===== config.mk =====
export PLATFORM = sky130hd
export DESIGN_NAME = shva_cell
export DESIGN_NICKNAME = d
export VERILOG_FILES = /design/src/hw/rtl/shva_pkg.sv /design/src/hw/rtl/shva_cell.sv
export SDC_FILE = /design/constraint.sdc
export NUM_CORES = 1
export LEC_CHECK = 0
export ABC_AREA = 1
export BUFFER_PORTS_ARGS = -buffer_cell sky130_fd_sc_hd__clkbuf_2
export CAP_MARGIN = 20
export CORE_ASPECT_RATIO = 1.5
export CORE_MARGIN = 5
export CORE_UTILIZATION = 55
export DETAILED_ROUTE_END_ITERATION = 10
export PLACE_DENSITY_LB_ADDON = 0.12
export REMOVE_ABC_BUFFERS = 1
export SLEW_MARGIN = 20
export SYNTH_ARGS = -nofsm -noshare
export SYNTH_HDL_FRONTEND = slang
export SYNTH_SLANG_ARGS = --single-unit

===== constraint.sdc =====
create_clock -name i_clk -period 5.89 [get_ports i_clk]
set_clock_uncertainty 0.05 [all_clocks]
set_input_delay 1.178 -clock i_clk [delete_from_list [all_inputs] [get_ports i_clk]]
set_output_delay 1.178 -clock i_clk [all_outputs]
set_load 0.05 [all_outputs]

===== src/hw/rtl/shva_pkg.sv =====
// Package with widths, constants and helper functions of the vector angle unit.
package shva_pkg;

    // Field widths of the stream items.
    localparam int COMPONENT_WIDTH = 16;
    localparam int HEADING_WIDTH   = 17;
    localparam int ANGLE_WIDTH     = 16;

    // Number of cells per CORDIC chain, limited by the arctangent table.
    localparam int CORDIC_STAGES = 16;
    localparam int TABLE_LEN     = 24;
    localparam int N_STG         = (CORDIC_STAGES > TABLE_LEN) ? TABLE_LEN : CORDIC_STAGES;
    localparam int SH_W          = 5;

    // Datapath widths: four guard bits plus headroom for CORDIC gain and sqrt(3).
    localparam int GUARD_BITS = 4;
    localparam int D_W        = COMPONENT_WIDTH + GUARD_BITS + 5;
    localparam int A_W        = HEADING_WIDTH + 9;
    localparam int K_W        = 25;
    localparam int P_W        = D_W + K_W;

    // Angles are in 2^-15 degree inside the chains, 1/128 degree at the ports.
    localparam int HALF_TURN = 23040;
    localparam int FULL_TURN = 46080;
    localparam logic signed [A_W-1:0] DEG90 = A_W'(11520 * 256);
    localparam logic signed [K_W-1:0] KINV_Q24 = K_W'(10188012);

    // Sideband carried along the chains.
    typedef struct packed {
        logic                  zero;
        logic                  yneg;
        logic signed [D_W-1:0] xp;
        logic signed [D_W-1:0] z;
    } t_side;

    // Arctangent of 2^-i in 2^-15 degree.
    function automatic logic signed [A_W-1:0] atan_q(input int idx);
        logic signed [A_W-1:0] v;
        unique case (idx)
            0:  v = A_W'(1474560);
            1:  v = A_W'(870484);
            2:  v = A_W'(459940);
            3:  v = A_W'(233473);
            4:  v = A_W'(117189);
            5:  v = A_W'(58652);
            6:  v = A_W'(29333);
            7:  v = A_W'(14667);
            8:  v = A_W'(7334);
            9:  v = A_W'(3667);
            10: v = A_W'(1833);
            11: v = A_W'(917);
            12: v = A_W'(458);
            13: v = A_W'(229);
            14: v = A_W'(115);
            15: v = A_W'(57);
            16: v = A_W'(29);
            17: v = A_W'(14);
            18: v = A_W'(7);
            19: v = A_W'(4);
            20: v = A_W'(2);
            21: v = A_W'(1);
            default: v = '0;
        endcase
        return v;
    endfunction

    // Gain compensation: multiply by 1/K in Q24 and round.
    function automatic logic signed [D_W-1:0] gain_fix(input logic signed [D_W-1:0] v);
        logic signed [P_W-1:0] p;
        p = P_W'(v) * P_W'(KINV_Q24) + P_W'(64'sd1 <<< 23);
        return D_W'(p >>> 24);
    endfunction

endpackage


===== src/hw/rtl/shva_cell.sv =====
// One CORDIC cell: a single micro-rotation with its pipeline register.
module shva_cell
    import shva_pkg::*;
(
    input  logic                  i_clk,
    input  logic                  i_rst_n,
    input  logic                  i_en,
    input  logic                  i_mode_rot,
    input  logic [SH_W-1:0]       i_shift,
    input  logic signed [A_W-1:0] i_atan,
    input  logic                  i_v,
    input  logic signed [D_W-1:0] i_x,
    input  logic signed [D_W-1:0] i_y,
    input  logic signed [A_W-1:0] i_a,
    input  t_side                 i_side,
    output logic                  o_v,
    output logic signed [D_W-1:0] o_x,
    output logic signed [D_W-1:0] o_y,
    output logic signed [A_W-1:0] o_a,
    output t_side                 o_side
);

    logic                  r_v;
    logic signed [D_W-1:0] r_x, r_y;
    logic signed [A_W-1:0] r_a;
    t_side                 r_side;
    logic signed [D_W-1:0] dx, dy;
    logic                  neg;

    // Direction: rotation drives the angle to zero, vectoring drives y to zero.
    assign dx  = i_y >>> i_shift;
    assign dy  = i_x >>> i_shift;
    assign neg = i_mode_rot ? i_a[A_W-1] : ~i_y[D_W-1];

    // Valid bit, cleared by reset.
    always_ff @(posedge i_clk) begin
        if (!i_rst_n) begin
            r_v <= 1'b0;
        end else if (i_en) begin
            r_v <= i_v;
        end
    end

    // Micro-rotation.
    always_ff @(posedge i_clk) begin
        if (i_en) begin
            if (neg) begin
                r_x <= i_x + dx;
                r_y <= i_y - dy;
                r_a <= i_a + i_atan;
            end else begin
                r_x <= i_x - dx;
                r_y <= i_y + dy;
                r_a <= i_a - i_atan;
            end
            r_side <= i_side;
        end
    end

    assign o_v    = r_v;
    assign o_x    = r_x;
    assign o_y    = r_y;
    assign o_a    = r_a;
    assign o_side = r_side;

endmodule


# == After elaboration in Yosys (flattened, before gate mapping) ==
# Cells that the tools add are included.
# classes
mux,4
n_shift,2
bitwise_logic,1
add_sub_neg,6
# ops
cell,n
$add 25x25->25,2
$mux 25,2
$sshr 25x5->25,2
$sub 25x25->25,2
$add 26x26->26,1
$mux 26,1
$sub 26x26->26,1
$mux 1,1
$not 1->1,1
# totals
wordCells,21
register_bits,129
input_bits,164
output_inout_bits,129

# == Logic depth before layout (Yosys ltp) ==
# Gate-level depths: netlist of the first run.
# depth
word_depth,3
ltp_mapped,32
ltp_nobuf,30

# == Least setup slack after synthesis of the first run ==
# No wires, ideal clock.
# synth_timing
kind,input to register
from,input port i_shift[0]
to,"register r_y[21] (netlist: o_y[21]), data pin"
arrival_time_ns,4.252
path_stages,27
required_ns,5.580
slack_ns,1.328
n_path_buf,1
setup_ns,0.260
path_cell_list,buf_6 or2_2 o21ai_1 nand2_1 nand3_1 nand3_1 nand2_1 nand2_1 nand2_1 ha_1 nand3_1 nor2_1 nand2_2 inv_2 nand2_1 nand2_2 nand2_1 xnor2_1 ha_1 nand2_1 nor4_1 nand4_1 nand3_1 nand3_1 nand2_1 a31oi_1 xnor2_1
# synth_via
elab_chain_len,3
elab_cells_between_ends,4
cone_classes,2 x add/sub; 1 x shift; 1 x mux
# synth_rtl
element,line_no,text
start: declaration,shva_cell.sv:9,"input logic [SH_W-1:0] i_shift,"
$sshr 25x5->25 (*),shva_cell.sv:32,assign dy = i_x >>> i_shift;
$add 25x25->25 / $sub 25x25->25 (equally long branches),"shva_cell.sv:53, shva_cell.sv:49",
$mux 25 (*),shva_cell.sv:47,if (neg) begin
end signal: assignment,shva_cell.sv:49,r_y <= i_y - dy;
end signal: assignment,shva_cell.sv:53,r_y <= i_y + dy;
end: declaration,shva_cell.sv:24,"logic signed [D_W-1:0] r_x, r_y;"
# Mark *: on every way between the ends. The rest lies on a longest branch, timed or not.
# A chain may end at the register's enable or synchronous reset.

# == Worst setup path after layout of the first run ==
# layout_timing
from,input port i_shift[0]
to,"register r_x[22] (netlist: o_x[22]), data pin"
# layout_via
elab_chain_len,3
elab_cells_between_ends,4
cone_classes,2 x add/sub; 1 x shift; 1 x mux
# layout_rtl
element,line_no,text
$sshr 25x5->25 (*),shva_cell.sv:31,assign dx = i_y >>> i_shift;
$sub 25x25->25 / $add 25x25->25 (equally long branches),"shva_cell.sv:52, shva_cell.sv:48",
$mux 25 (*),shva_cell.sv:47,
end signal: assignment,shva_cell.sv:48,r_x <= i_x + dx;
end signal: assignment,shva_cell.sv:52,r_x <= i_x - dx;
end: declaration,shva_cell.sv:24,
# Marked as above.

==> results of run 1 <==
layer usage:
metal	vias up	track usage [%]	routed length [um]
li1	6134	-	-
met1	5724	34.5	14200
met2	603	54.6	19700
met3	111	4.33	2820
met4	0	13.8	1680
met5	-	0	0
report_power, final:
part / internal [uW] / switching [uW] / leakage [uW] / total, uW
combinational: 617 / 1570 / 0.00543 / 2190
clock: 618 / 427 / 0.000273 / 1040
sequential: 1260 / 46.6 / 0.00126 / 1310
total: 2500 / 2040 / 0.00697 / 4540
synth_stat cells, types with 2 or more instances:
master	instances
o21ai_0	47
nand4_1	13
o21ai_2	4
a21o_1	7
nor4_1	5
a31oi_1	14
nand2_1	473
nor2_1	85
clkbuf_1	18
buf_1	5
fa_1	3
o21ai_1	9
buf_2	24
ha_1	77
nand3b_1	3
o211ai_1	11
inv_1	96
a21oi_1	84
xnor2_1	38
edfxtp_1	128
or2_2	4
inv_2	5
nor2_2	6
xor2_1	88
o21a_1	2
buf_6	7
nand2_2	8
o21bai_1	4
buf_4	6
nor3_1	16
o31ai_1	3
nand3_1	320
and2_1	4
stage by stage:
stage | utilization [%] | instances | hold slack, ns | area [um^2]
4_1_cts | 66.7 | 2178 | 0.502 | 14100
3_3_place_gp | 64.0 | 2147 | 0.477 | 13500
6_report | 66.7 | 2180 | 0.510 | 14100
5_1_grt | 66.7 | 2180 | 0.519 | 14100
3_5_place_dp | 64.0 | 2147 | 0.488 | 13500
2_1_floorplan | - | 1567 | 0.703 | 11500
worst register-to-register path, cell delays in order, from the launching register on:
cell and delay, ns:
dfxtp_1 0.30, o21ai_0 0.18, a21oi_1 0.06
final timing paths:
path | to | slack [ns] | depth (start not counted)
worst min register to register | o_v$_SDFFE_PN0P_ | 0.51 | 2
worst max register to register | o_v$_SDFFE_PN0P_ | 5.16 | 2
worst max-delay path | o_x[22]$_DFFE_PP_ | 0.53 | 24
worst min-delay path | o_v$_SDFFE_PN0P_ | 0.51 | 2
cells by family (layout without fill, tap and decap cells):
logic type	count (synthesis)	in the layout	share of synthesized area [%]
xor+xnor	126	126	9.31
fa+ha+maj	80	80	8.63
buf+inv	163	446	6.09
flops	129	129	32.6
other cells	0	2	0
compound gates	187	187	8.87
simple gates	942	942	34.5
state kept, by name, indices dropped and copies added, names as in the netlist:
name,count
o_a,26
o_side,52
o_v,1
o_x,25
o_y,25
area by class of cell:
class / instances / area [um^2]
Clock inverter: 14 / 141
Fill cell: 1908 / 7040
Clock buffer: 17 / 425
Antenna cell: 2 / 5.00
Timing Repair Buffer: 312 / 1660
Inverter: 103 / 392
Multi-Input combinational cell: 1335 / 7280
Sequential cell: 129 / 3860
Tap cell: 268 / 335
==> reports/metrics.yaml, run 1 <==
layout:
  layout-drive-gt1-share_pct: 19.6
  nets: 2142
  final_common_cell: "nand2_1"
  synthToLayoutAreaGrowth_pct: 18.9
  mostFrequentLayoutCells: "nand2_1, nand3_1, clkbuf_2, edfxtp_1, inv_1"
hold_path:
  worstHoldStart: "o_v$_SDFFE_PN0P_"
  hold_class: "register to register"
yosys:
  synth_top_area_share_pct: 32.4
  yosys.area.top_type: "edfxtp_1"
  synth_area_leaders: "edfxtp_1, nand2_1, nand3_1"
  netlist_area_mm2: 0.0119
  netlist_instances: 1627
  yosysSeqAreaShare_pct: 32.6
  synth-edff-count: 128
  yosysUniqueCellTypes: 43
  async_flop_share_pct: 0
  avgSynthCellArea_um2: 7.29
  ys_ff_latch: 129
  yosysWarnings: 0
  synth_flop_cell: "edfxtp_1"
clocking:
  cts_root_buf: "clkbuf_16"
  numClockSinks: 129
  cts_resized: 0
  postCtsSetupRepairBufs: 0
  path_clk_slew_ns: 0.07
  worstSkewPairLatency_ns: 0.43
  ctsLongestPathBuffers: 2
  htreeDepth: 4
  tritoncts: "yes"
  cts_buffers: 17
  holdBufCountCts: 0
setup_path:
  critical_path_buf_inv_count: 2
  crit_chain: "clkbuf_2 > inv_6 > nand2_1 > nand3_1 > nand3_1 > nand2_1 > nand2_1 > nand2_1 > o21ai_2 > ha_1 > nand3_1 > nor2_2 > nand3_1 > o21ai_2 > xnor2_1 > ha_1 > nand2_1 > nor4_1 > nand4_1 > nand3_1 > nand3_1 > nand2_1 > a31oi_1 > xor2_1"
  cp-end-kind: "register"
  slowest_stage: "nor4_1"
  crit_family: "simple AND/OR/NAND/NOR gates"
  cp-start-kind: "input port"
  cp_max_fo: 46
  reg2reg_from: "o_v$_SDFFE_PN0P_"
  path_class: "input port to register"
  critPathLaunch: "i_shift[0]"
  required_ns: 6.02
  crit_path_max_incr_delay_ns: 0.50
  worstPathArrival_ns: 5.50
sta:
  period_share_pct: 91.0
  fin_tns_setup_ns: 0
  fmax_mhz: 186
  drv_slew: 0
  fin_crit_ns: 5.36
  fin_ws_ns: 0.527
  slew_headroom_pct: 29.0
  worst_slew_pin_slew_ns: 1.06
  setup_viol_count_final: 0
  rsz0062_at_grt: "false"
  hold_viol_final: 0
floorplan:
  rows: 65
  die-area_mm2: 0.0247
  coreArea_mm2: 0.0211
  fp.dieW_um: 130
  num_io_pins: 293
  initial_utilization_pct: 56.1
  die_h_um: 190
power_and_ir_drop:
  p_leak_uw: 0.00697
  irDropWorstVdd_mv: 0.229
  p_per_area_mw_per_mm2: 322
  total_power_uw: 4540
global_route:
  antenna_found_initial: 2
  overflow: 0
  grt_usage_pct: 30.2
  grt_max_degree: 61
  grt_pass1_wl_mm: 59.0
  grt_pass1_vias: 11800
drt:
  vias: 12600
  drc: 0
  vias_per_cell: 5.77
  wl_mm: 38.4
  drt_iter0_markers: 1258
  wire_per_inst_um: 17.6
  ant_nets: 0
  dr.pass1.iters: 9
placed_design:
  port_buffers: 292
  place_ws_ns: 0.161
  gp_congestion: 0.980
  dp_hpwl_mm: 30.2
run:
  maxCapViolCount: 0
outcome:
  status: "complete, no violations"
No activity file was read; power rests on OpenSTA's default activity.
==> run 2: changes to the inputs <==
--- a/config.mk
+++ b/config.mk
@@ -8,12 +8,13 @@
 export ABC_AREA = 1
 export BUFFER_PORTS_ARGS = -buffer_cell sky130_fd_sc_hd__clkbuf_2
 export CAP_MARGIN = 20
-export CORE_ASPECT_RATIO = 1.5
+export CORE_ASPECT_RATIO = 1.2
 export CORE_MARGIN = 5
 export CORE_UTILIZATION = 55
 export DETAILED_ROUTE_END_ITERATION = 10
 export PLACE_DENSITY_LB_ADDON = 0.12
 export REMOVE_ABC_BUFFERS = 1
+export SKIP_CTS_REPAIR_TIMING = 1
 export SLEW_MARGIN = 20
 export SYNTH_ARGS = -nofsm -noshare
 export SYNTH_HDL_FRONTEND = slang
==> reports/metrics.yaml, run 2 (synthesized netlist as in run 1, its figures left out) <==
outcome:
  status: "complete, no violations"
drt:
  wl_mm: 38.6  # +0.39%
  drc: 0  # unchanged
  ant_nets: 0  # unchanged
  vias_per_cell: 5.77  # +0.12%
  vias: 12600  # +0.17%
  drt_iter0_markers: 1170  # -7.0%
  wire_per_inst_um: 17.7  # +0.34%
  dr.pass1.iters: 6  # -3
placed_design:
  port_buffers: 292  # unchanged
  placed_cells: 2149  # +0.093%
  gp_congestion: 0.978  # -0.18%
  dp_hpwl_mm: 30.8  # +1.7%
  place_ws_ns: 0.169  # +0.00818 ns
clocking:
  tritoncts: "yes"
  cts_buffers: 17  # unchanged
  numClockSinks: 129  # unchanged
  worstSkewPairLatency_ns: 0.42  # about the same
  path_clk_slew_ns: 0.07  # about the same
  ctsLongestPathBuffers: 2  # unchanged
  cts_root_buf: "clkbuf_16"
  htreeDepth: 4  # unchanged
layout:
  nets: 2142  # unchanged
  mostFrequentLayoutCells: "nand2_1, nand3_1, clkbuf_2, edfxtp_1, inv_1"
  final_common_cell: "nand2_1"
  instances_no_fill: 2181  # +0.046%
  synthToLayoutAreaGrowth_pct: 18.9  # about the same
  n_fill_cell: 1959  # +2.7%
  largest_register_ffs: 52  # unchanged
  fin_util_pct: 66.8  # +0.093 points
  n_antenna_cell: 0  # -2
  layout-drive-gt1-share_pct: 19.7  # +0.094 points
sta:
  worst_slew_pin_slew_ns: 0.953  # -0.110 ns
  period_share_pct: 92.7  # +1.7 points
  fin_tns_setup_ns: 0  # unchanged
  setup_viol_count_final: 0  # unchanged
  fin_ws_ns: 0.429  # -0.0986 ns
  slew_headroom_pct: 36.5  # +7.5 points
  fin_crit_ns: 5.46  # +0.0986 ns
  drv_slew: 0  # unchanged
  fmax_mhz: 183  # -1.8%
  rsz0062_at_grt: "false"
  hold_viol_final: 0  # unchanged
setup_path:
  cp-end-kind: "register"
  cp-start-kind: "input port"
  worstPathArrival_ns: 5.59  # +0.09 ns
  required_ns: 6.02  # about the same
  cp_max_fo: 46  # unchanged
  reg2reg_slack_ns: 5.08  # -0.08 ns
  path_class: "input port to register"
global_route:
  grt_pass1_vias: 12000  # +1.2%
  antenna_found_initial: 0  # -2
  grt_max_degree: 101  # +66%
  grt.busiest_layer: "met2"
  met1_usage_pct: 39.1  # +4.6 points
  use_met3_pct: 4.89  # +0.57 points
  grt_usage_pct: 30.7  # +0.53 points
  grt_use_met2_pct: 53.0  # -1.6 points
  overflow: 0  # unchanged
  grt_pass1_wl_mm: 60.4  # +2.3%
floorplan:
  coreArea_mm2: 0.0211  # -0.13%
  num_io_pins: 293  # unchanged
  rows: 58  # -11%
  fp.dieW_um: 144  # +11%
  die-area_mm2: 0.0246  # -0.20%
  die_h_um: 171  # -10%
  initial_utilization_pct: 56.2  # +0.073 points
hold_path:
  hold_class: "register to register"
power_and_ir_drop:
  p_per_area_mw_per_mm2: 323  # +0.40%
  p_leak_uw: 0.00697  # about the same
  total_power_uw: 4560  # +0.41%
  irDropWorstVdd_mv: 0.332  # +45%
run:
  maxCapViolCount: 0  # unchanged
==> run 2: cell count changes in the layout (fill, tap and decap cells not counted), sizes merged <==
cell | before | now
diode | 2 | 0
bufinv | 2 | 0
clkinv | 8 | 7
clkinvlp | 3 | 2
inv | 104 | 109
==> run 2: layout make-up <==
class	instances	area [um^2]	share of cell area, %
clock buffer	17	425	3.02
clock inverter	15	166	1.18
inverter	103	392	2.78
multi-input combinational	1335	7280	51.6
sequential	129	3860	27.4
tap	270	338	2.40
timing repair buffer	312	1640	11.6
==> run 2: critical path, stage by stage <==
cell and delay (ns):
clkbuf_2 0.37, inv_6 0.23, nand2_1 0.15, nand3_1 0.10
nand3_1 0.13, nand2_1 0.07, nand2_1 0.06, nand2_1 0.07
o21ai_2 0.21, ha_1 0.20, nand3_1 0.09, nor2_1 0.18
nand2_2 0.12, inv_2 0.07, nand2_1 0.06, nand2_2 0.10
nand2_1 0.07, xnor2_1 0.14, ha_1 0.37, nand2_1 0.13
nor4_1 0.51, nand4_1 0.21, nand3_1 0.22, nand3_1 0.09
nand2_1 0.15, a31oi_1 0.14, xnor2_1 0.15
==> run 2: path summary, 6_finish.rpt <==
kind	startpoint	cells after the start	endpoint
max	i_shift[0]	27	o_y[21]$_DFFE_PP_
min	o_v$_SDFFE_PN0P_	2	o_v$_SDFFE_PN0P_
max reg2reg	o_v$_SDFFE_PN0P_	2	o_v$_SDFFE_PN0P_
min reg2reg	o_v$_SDFFE_PN0P_	2	o_v$_SDFFE_PN0P_
==> run 2: power by group <==
| part | internal (uW) | total, uW | switching, uW |
|---|---|---|---|
| Combinational | 615 | 2200 | 1580 |
| Clock | 567 | 1060 | 490 |
| Sequential | 1260 | 1310 | 45.2 |
| Total | 2450 | 4560 | 2120 |
==> run 2: per-layer routing <==
layer	share of wire (%)	vias up
met3	9.5	90
met2	49	600
met5	0	-
li1	-	6139
met1	39	5764
met4	3.0	0
==> run 2: metrics by stage <==
| step | hold WS [ns] | instance area, um^2 |
|---|---|---|
| final | 0.587 | 14100 |
| after CTS | 0.595 | 14100 |
| after global routing | 0.606 | 14100 |
| after global placement | 0.479 | 13500 |
| after floorplan | 0.703 | 11500 |
| after detailed placement | 0.506 | 13500 |
==> run 3: changes to the inputs <==
--- a/config.mk
+++ b/config.mk
@@ -12,6 +12,7 @@
 export CORE_MARGIN = 5
 export CORE_UTILIZATION = 55
 export DETAILED_ROUTE_END_ITERATION = 10
+export GPL_TIMING_DRIVEN = 0
 export PLACE_DENSITY_LB_ADDON = 0.12
 export REMOVE_ABC_BUFFERS = 1
 export SKIP_CTS_REPAIR_TIMING = 1
==> reports/metrics.yaml, run 3 (synthesized netlist as in run 1, its figures left out) <==
setup_path:
  reg2reg_slack_ns: 5.18  # +0.10 ns
  cp-end-kind: "register"
  cp_max_fo: 48  # +4.3%
  worstPathArrival_ns: 5.65  # +0.06 ns
  cp-start-kind: "input port"
  path_class: "input port to register"
  required_ns: 6.01  # about the same
floorplan:
  initial_utilization_pct: 56.2  # unchanged
  die_h_um: 171  # unchanged
  num_io_pins: 293  # unchanged
  fp.dieW_um: 144  # unchanged
  die-area_mm2: 0.0246  # unchanged
  coreArea_mm2: 0.0211  # unchanged
  rows: 58  # unchanged
hold_path:
  hold_class: "register to register"
clocking:
  cts_root_buf: "clkbuf_16"
  numClockSinks: 129  # unchanged
  cts_buffers: 17  # unchanged
  worstSkewPairLatency_ns: 0.42  # about the same
  path_clk_slew_ns: 0.07  # about the same
  ctsLongestPathBuffers: 2  # unchanged
  tritoncts: "yes"
  htreeDepth: 4  # unchanged
power_and_ir_drop:
  total_power_uw: 4530  # -0.59%
  p_leak_uw: 0.00690  # -0.98%
  irDropWorstVdd_mv: 0.293  # -12%
  p_per_area_mw_per_mm2: 323  # about the same
sta:
  fin_tns_setup_ns: 0  # unchanged
  whs_ns: 0.522  # -0.0642 ns
  hold_viol_final: 0  # unchanged
  worst_slew_pin_slew_ns: 1.06  # +0.109 ns
  fmax_mhz: 181  # -1.2%
  setup_viol_count_final: 0  # unchanged
  rsz0062_at_grt: "false"
  period_share_pct: 93.9  # +1.2 points
  drv_slew: 0  # unchanged
  slew_headroom_pct: 29.1  # -7.4 points
  fin_ws_ns: 0.360  # -0.0689 ns
  fin_crit_ns: 5.53  # +0.0689 ns
placed_design:
  place_ws_ns: -0.769  # -0.938 ns
  dp_hpwl_mm: 29.5  # -4.2%
  port_buffers: 292  # unchanged
  gp_congestion: 0.982  # +0.48%
layout:
  fin_util_pct: 66.4  # -0.35 points
  layout-drive-gt1-share_pct: 19.1  # -0.60 points
  synthToLayoutAreaGrowth_pct: 18.3
  largest_register_ffs: 52  # unchanged
  final_common_cell: "nand2_1"
  nets: 2124  # -0.84%
  n_antenna_cell: 0  # unchanged
  mostFrequentLayoutCells: "nand2_1, nand3_1, clkbuf_2, edfxtp_1, inv_1"
global_route:
  antenna_found_initial: 0  # unchanged
  grt_pass1_wl_mm: 57.2  # -5.3%
  grt_pass1_vias: 11400  # -5.2%
  overflow: 0  # unchanged
  grt_usage_pct: 29.2  # -1.5 points
  grt_max_degree: 69  # -32%
drt:
  drt_iter0_markers: 992  # -15%
  wl_mm: 37.1  # -3.9%
  vias_per_cell: 5.70  # -1.2%
  dr.pass1.iters: 6  # unchanged
  wire_per_inst_um: 17.1  # -3.1%
  ant_nets: 0  # unchanged
  vias: 12300  # -2.0%
  drc: 0  # unchanged
outcome:
  status: "complete, no violations"
run:
  maxCapViolCount: 0  # unchanged
## run 3: changes by cell type in the layout (fill, tap and decap cells not counted), moves of 2 or more
cell / previous run / this run
buf_4: 18 / 2
clkbuf_2: 291 / 288
buf_12: 2 / 0
buf_16: 0 / 2
inv_2: 5 / 3
inv_8: 3 / 5
## run 3: path summary, 6_finish.rpt
check,from,end,cells after the start
worst max-delay path,i_shift[1],o_y[18]$_DFFE_PP_,18
worst min-delay path,o_v$_SDFFE_PN0P_,o_v$_SDFFE_PN0P_,2
worst max register to register,o_v$_SDFFE_PN0P_,o_v$_SDFFE_PN0P_,2
worst min register to register,o_v$_SDFFE_PN0P_,o_v$_SDFFE_PN0P_,2
## run 3: power by group
group | internal [uW] | switching, uW | total, uW
sequential | 1260 | 46.6 | 1310
combinational | 607 | 1560 | 2170
clock | 569 | 488 | 1060
total | 2440 | 2090 | 4530
## run 3: per-stage QoR
stage | cells | area [um^2]
after global placement | 2129 | 13300
after CTS | 2163 | 14000
after detailed placement | 2131 | 13400
after global routing | 2163 | 14000
after floorplan | 1567 | 11500
final | 2163 | 14000
## run 3: cell type report
cell class | instances | area [um^2]
Clock buffer | 17 | 425
Multi-Input combinational cell | 1335 | 7290
Tap cell | 270 | 338
Fill cell | 1963 | 7090
Timing Repair Buffer | 294 | 1540
Inverter | 103 | 413
Clock inverter | 15 | 164
Sequential cell | 129 | 3860
## run 3: per-layer routing
metal	vias up	wire length, um	track usage (%)
met4	0	778	7.58
met5	-	0	0
met3	62	3360	5.09
li1	6091	-	-
met1	5637	14700	37.7
met2	546	18200	50.5
## run 3: critical path: stages
cell	delay, ns
buf_4	0.45
clkinv_8	0.31
nand3_1	0.20
nand3_1	0.12
nand3_1	0.12
nand2_1	0.07
nand2_1	0.11
o21ai_2	0.13
ha_1	0.32
o21ai_0	0.29
inv_1	0.11
fa_1	0.45
o21ai_1	0.48
a31oi_1	0.25
o21ai_1	0.49
a31oi_1	0.22
o21ai_1	0.19
xor2_1	0.09
